<file path="src/rtl/core/swm_pkg.sv">
package swm_pkg;

  // field widths
  localparam int DEST_W  = 12;
  localparam int OUT_W   = 23;
  localparam int PCT_W   = 15;
  localparam int FORCE_W = 32;
  localparam int DIM_W   = 13;

  localparam logic [DIM_W-1:0] MAX_DIM = 13'd4096;

  // internal datapath widths
  localparam int PN_W   = 28;  // (dim-1)*pct + 50
  localparam int CX_W   = 21;  // center, Q.8
  localparam int OFS_W  = 22;  // offset from center, signed Q.8
  localparam int SUM_W  = 44;  // squared distance
  localparam int ROOT_W = 22;  // distance
  localparam int MAG_W  = 54;  // distance * |force|
  localparam int SX_W   = 56;  // offset times inverse gain
  localparam int XY_W   = 40;  // rotator vector, Q.24
  localparam int Z_W    = 34;  // residual angle
  localparam int SUMO_W = 26;  // center plus rotated offset

  localparam int CORDIC_STAGES = 16;

  // divide by 100 through a reciprocal
  localparam logic [PN_W-1:0] RECIP_M   = 28'd171798692;
  localparam int              RECIP_SH  = 34;
  localparam logic [31:0]     INV_GAIN  = 32'd2608131496;
  localparam logic [30:0]     ANGLE_K   = 31'd1749927105;
  localparam logic [PN_W-1:0] ROUND_HALF_PCT = 28'd50;

  // register map
  typedef enum logic [2:0] {
    REG_CENTER_X_PCT = 3'd0,
    REG_CENTER_Y_PCT = 3'd1,
    REG_TWIST_FORCE  = 3'd2,
    REG_IMAGE_WIDTH  = 3'd3,
    REG_IMAGE_HEIGHT = 3'd4
  } reg_idx_e;

  // arctangent of 2^-i in binary angle units (2^32 per turn)
  localparam logic [31:0] ATAN_TURNS [32] = '{
    32'd536870912, 32'd316933406, 32'd167458907, 32'd85004756, 32'd42667331,
    32'd21354465, 32'd10679838, 32'd5340245, 32'd2670163, 32'd1335087,
    32'd667544, 32'd333772, 32'd166886, 32'd83443, 32'd41722, 32'd20861,
    32'd10430, 32'd5215, 32'd2608, 32'd1304, 32'd652, 32'd326, 32'd163,
    32'd81, 32'd41, 32'd20, 32'd10, 32'd5, 32'd3, 32'd1, 32'd1, 32'd0
  };

  // per-item data that rides along to the output
  typedef struct packed {
    logic              bypass;
    logic [DEST_W-1:0] dest_x;
    logic [DEST_W-1:0] dest_y;
    logic [CX_W-1:0]   cx;
    logic [CX_W-1:0]   cy;
  } geo_t;

  // geometry plus the gain-scaled offset vector
  typedef struct packed {
    geo_t              geo;
    logic [XY_W-1:0]   x;
    logic [XY_W-1:0]   y;
  } vec_side_t;

endpackage

</file>
<file path="src/rtl/core/swm_isqrt.sv">
module swm_isqrt
  import swm_pkg::*;
(
  input  logic             clk_i,
  input  logic             rst_ni,
  input  logic             en_i,
  input  logic             valid_i,
  input  logic [SUM_W-1:0] radicand_i,
  input  vec_side_t        side_i,
  output logic             valid_o,
  output logic [ROOT_W-1:0] root_o,
  output vec_side_t        side_o
);

  logic              vld_q  [ROOT_W];
  logic [SUM_W-1:0]  rem_q  [ROOT_W];
  logic [ROOT_W-1:0] root_q [ROOT_W];
  vec_side_t         side_q [ROOT_W];

  // one root bit per stage, most significant first
  for (genvar j = 0; j < ROOT_W; j++) begin : g_stage
    localparam int B = ROOT_W - 1 - j;
    logic              vld_in;
    logic [SUM_W-1:0]  rem_in;
    logic [ROOT_W-1:0] root_in;
    vec_side_t         side_in;
    logic [SUM_W:0]    trial;
    logic              fits;

    if (j == 0) begin : g_first
      assign vld_in  = valid_i;
      assign rem_in  = radicand_i;
      assign root_in = '0;
      assign side_in = side_i;
    end else begin : g_next
      assign vld_in  = vld_q[j-1];
      assign rem_in  = rem_q[j-1];
      assign root_in = root_q[j-1];
      assign side_in = side_q[j-1];
    end

    // (root + 2^B)^2 - root^2
    assign trial = ({{(SUM_W+1-ROOT_W){1'b0}}, root_in} << (B + 1))
                 + ((SUM_W+1)'(1) << (2 * B));
    assign fits  = {1'b0, rem_in} >= trial;

    always_ff @(posedge clk_i or negedge rst_ni) begin
      if (!rst_ni) begin
        vld_q[j] <= 1'b0;
      end else if (en_i) begin
        vld_q[j] <= vld_in;
      end
    end

    always_ff @(posedge clk_i) begin
      if (en_i) begin
        rem_q[j]  <= fits ? rem_in - trial[SUM_W-1:0] : rem_in;
        root_q[j] <= fits ? (root_in | (ROOT_W'(1) << B)) : root_in;
        side_q[j] <= side_in;
      end
    end
  end

  assign valid_o = vld_q[ROOT_W-1];
  assign root_o  = root_q[ROOT_W-1];
  assign side_o  = side_q[ROOT_W-1];

endmodule

</file>
<file path="config.mk">
export PLATFORM = sky130hd
export DESIGN_NAME = swm_isqrt
export DESIGN_NICKNAME = d
export VERILOG_FILES = /design/src/rtl/core/swm_pkg.sv /design/src/rtl/core/swm_isqrt.sv
export SDC_FILE = /design/constraint.sdc
export NUM_CORES = 2
export LEC_CHECK = 0
export BUFFER_PORTS_ARGS = -buffer_cell sky130_fd_sc_hd__buf_2
export CELL_PAD_IN_SITES_DETAIL_PLACEMENT = 0
export CELL_PAD_IN_SITES_GLOBAL_PLACEMENT = 2
export CORE_UTILIZATION = 35
export CTS_CLUSTER_DIAMETER = 120
export DETAILED_ROUTE_END_ITERATION = 16
export PLACE_DENSITY_LB_ADDON = 0.12
export SKIP_CTS_REPAIR_TIMING = 1
export SLEW_MARGIN = 40
export SYNTH_ARGS = -nofsm -noshare
export SYNTH_HDL_FRONTEND = slang
export SYNTH_MEMORY_MAX_BITS = 65536
export SYNTH_SLANG_ARGS = --single-unit
</file>
<file path="constraint.sdc">
create_clock -name clk_i -period 2.9 [get_ports clk_i]
set_input_delay 0.145 -clock clk_i [delete_from_list [all_inputs] [get_ports clk_i]]
set_output_delay 0.145 -clock clk_i [all_outputs]
set_load 0.005 [all_outputs]
</file>
==> impl_results.md <==
- Cts bufs inserted: 460
- Synth warn: 0
- Final HPWL DP: 164,000 um
- Fin cells: 15,900
- Met2 usage: 18.8%
- Seq/Total Area, Yosys: 86.6%
- Min cycle time layout: 3100 ps
- Layout Skew: 59.4 ps
- Power density over the cells: 783 nW/um^2
- Gp weighted congestion: 0.828
- CP bufs+invs: 2
- Worst EP arrival: 3800 ps
- Unique cell type count in the Yosys netlist: 83
- Slowest-stage cell, CP: or4_4
- Initial antenna violation count: 7
- Fin. Hold Viols: 0
- Relative slew slack: 42.7%
- CTS tree: yes
- PortBufs: 364
- Final cycle utilization of the critical path: 107%
- Pin count of the biggest net entering global routing: 152
- Hold Crit Class: primary input to flip-flop
- CORE AREA: 436,000 um^2
- Crit end category: flip-flop
- Grt met3 use: 1.87%
- WHS: 32.7 ps
- Worst slew pin tran: 852 ps
- Final #Nets: 10,200
- Synthesized Nets: 8,074
- RSZ-0062 raised after global routing: true
- CTS Sinks: 4,433
- Row count: 242
- DIE WIDTH: 664 um
- Post-synth ARST share: 0.496%
- Pwr Total: 151,000 uW
- Drt first pass iters: 5
- Most numerous cell in the Yosys netlist: edfxtp_1
- Maxcap violations: 0
- Crit path max fanout: 7
- Leakage Power: 0.0690 uW
- Yosys reg bits: 4,433
- Initial core utilization: 35.2%
- Post-Synthesis Cells: 7,608
- Vias in the first global route: 70,600
- Main synth FF type: edfxtp_1
- Ports: 365
- Post-Syn Area: 154,000 um^2
- CTS Buffer Depth: 4
- Syn avg cell area: 20.2 um^2
- Die area: 441,000 um^2
- Area leader, netlist: edfxtp_1
- Drt via density: 4.41
- Slowest stage delay, CP: 630 ps
- WL per Instance: 16.4 um
- First-pass GRT wire length: 397,000 um
- Outcome: complete, but fails checks
- Total congestion overflow: 0
- Crit path kind: flip-flop to flip-flop
- Peak VDD IR: 0.000580 V
- Setup violators final: 72
- GRT Total Usage: 11.2%
- Inst Count DP: 14,500
- DRT iter0 DRCs: 4,074
- CP delay by family, top: simple AND/OR/NAND/NOR gates
- H-tree levels: 5
- Die Ht: 664 um
- Routed wire length: 261,000 um
- Area delta synth->final: 25.7%
- Failing checks: setup timing
- Antenna-violating nets left: 0
- Fmax: 0.322 GHz
- Critical Path RT: 3590 ps
- Detailed-route via count: 70,000
- Drt drc: 0
- Clock-pin slew on the worst setup and hold paths: 60 ps
- Met1 usage: 14.4%
- Worst skew pair latency: 960 ps
- Setup ws final: -204 ps
- Gr busiest metal: met2
- Number of synthesized flops with an enable pin: 4,411
- CP Launch Type: flip-flop
- Area contributors post-synth: edfxtp_1, ha_1, xor2_1, xnor2_1, inv_1
- Clock root cell: clkbuf_16
- Critical path, cell by cell: ha_4, nand4_1, or4_4, nor4_4, nor3b_2, nand2_2, a211oi_4, inv_4, clkbuf_16, nand3_2, xnor2_1
- Slew Viols, Final: 0
- Fraction of layout cells with a size suffix above 1: 24.6%
- Commonest cells in the netlist: edfxtp_1, inv_1, nand2_1
- Post-synth top area share: 86.3%
-- through the flow --
step,setup TNS [ps],setup WS (ps),area (um^2),util (%)
4_1_cts,-74120,-749,185000,42.4
2_1_floorplan,-28.4,-23.8,154000,-
6_report,-7330,-204,193000,44.3
3_3_place_gp,-81600,-831,170000,38.9
3_5_place_dp,-68660,-740,170000,38.9
5_1_grt,-16240,-284,193000,44.3
-- registers in the layout, summed over array words and instances, names as in the netlist --
name	cells
g_stage.vld_in	21
rem_q	924
root_q	253
side_q	3234
valid_o	1
-- power by group --
part | leakage [uW] | internal [uW] | switching [uW]
sequential | 0.0432 | 76400 | 2260
clock | 0.00737 | 34500 | 24100
combinational | 0.0185 | 6700 | 7320
total | 0.0690 | 118000 | 33600
-- worst reg2reg max path, cell delays in order (launching register included) --
cell and delay [ps]:
edfxtp_1 450, ha_4 310, nand4_1 230, or4_4 630, nor4_4 390, nor3b_2 110
nand2_2 110, a211oi_4 70, inv_4 160, clkbuf_16 200, nand3_2 80, xnor2_1 140
-- placed cells by master (no fill, tap or decap), types with 45 or more instances in the layout --
cell | netlist | routed
ha_1 | 271 | 216
buf_12 | 0 | 71
a21o_1 | 76 | 76
o21ai_0 | 195 | 143
clkinv_1 | 0 | 104
nand2b_1 | 53 | 51
ha_4 | 0 | 50
nand3_1 | 77 | 63
clkbuf_1 | 55 | 99
dlygate4sd3_1 | 0 | 387
xor2_1 | 212 | 211
buf_4 | 1 | 865
nand2_1 | 278 | 260
inv_1 | 335 | 319
nor2_1 | 266 | 236
clkinv_2 | 0 | 72
nand4_1 | 54 | 54
nor3_1 | 126 | 99
bufinv_16 | 0 | 56
xnor2_1 | 180 | 172
clkbuf_16 | 0 | 474
buf_6 | 3 | 45
buf_2 | 8 | 363
a21oi_1 | 237 | 192
o21a_1 | 46 | 46
edfxtp_1 | 4411 | 4411
nor4_1 | 148 | 106
-- cell type report --
cell class | count | area (um^2)
timing repair buffer | 1744 | 14400
fill | 37600 | 243000
multi-input combinational | 2762 | 22000
tap | 5734 | 7170
clock buffer | 566 | 12000
clock inverter | 289 | 3170
sequential | 4433 | 133000
inverter | 337 | 1270
antenna | 2 | 5.00
-- metal layers --
| layer | part of all wire, % | vias to the layer above | routed length, um |
|---|---|---|---|
| li1 | - | 34100 | - |
| met1 | 43 | 34300 | 113000 |
| met2 | 49 | 1037 | 127000 |
| met3 | 3.5 | 625 | 9080 |
| met4 | 4.3 | 0 | 11100 |
| met5 | 0 | - | 0 |
-- logic make-up (layout without fill, tap and decap cells) --
kind of cell    after synthesis  count (layout)  synth area share, %
fa+ha+maj                   271             271                 2.21
simple gates               1267            1267                 4.33
buf+inv                     413            2936                 1.03
flops                      4433            4433                 86.6
mux                          54              54                0.389
compound gates              778             778                 3.19
other cells                   0               2                    0
xor+xnor                    392             392                 2.24
-- final timing paths --
path	start	endpoint	slack, ps	depth (start not counted)
setup / recovery	rem_q[2][151]$_DFFE_PP_	rem_q[2][201]$_DFFE_PP_	-200	11
hold / removal	side_i[80]	side_q[0][80]$_DFFE_PP_	30	2
setup reg to reg	rem_q[2][151]$_DFFE_PP_	rem_q[2][201]$_DFFE_PP_	-200	11
hold reg to reg	side_q[0][810]$_DFFE_PP_	side_q[0][957]$_DFFE_PP_	380	0
max in group asynchronous	rst_ni	g_stage[15].vld_in$_DFFE_PN0P_	2560	4
min in group asynchronous	rst_ni	g_stage[16].vld_in$_DFFE_PN0P_	200	4
No activity file was read; power rests on OpenSTA's default activity.
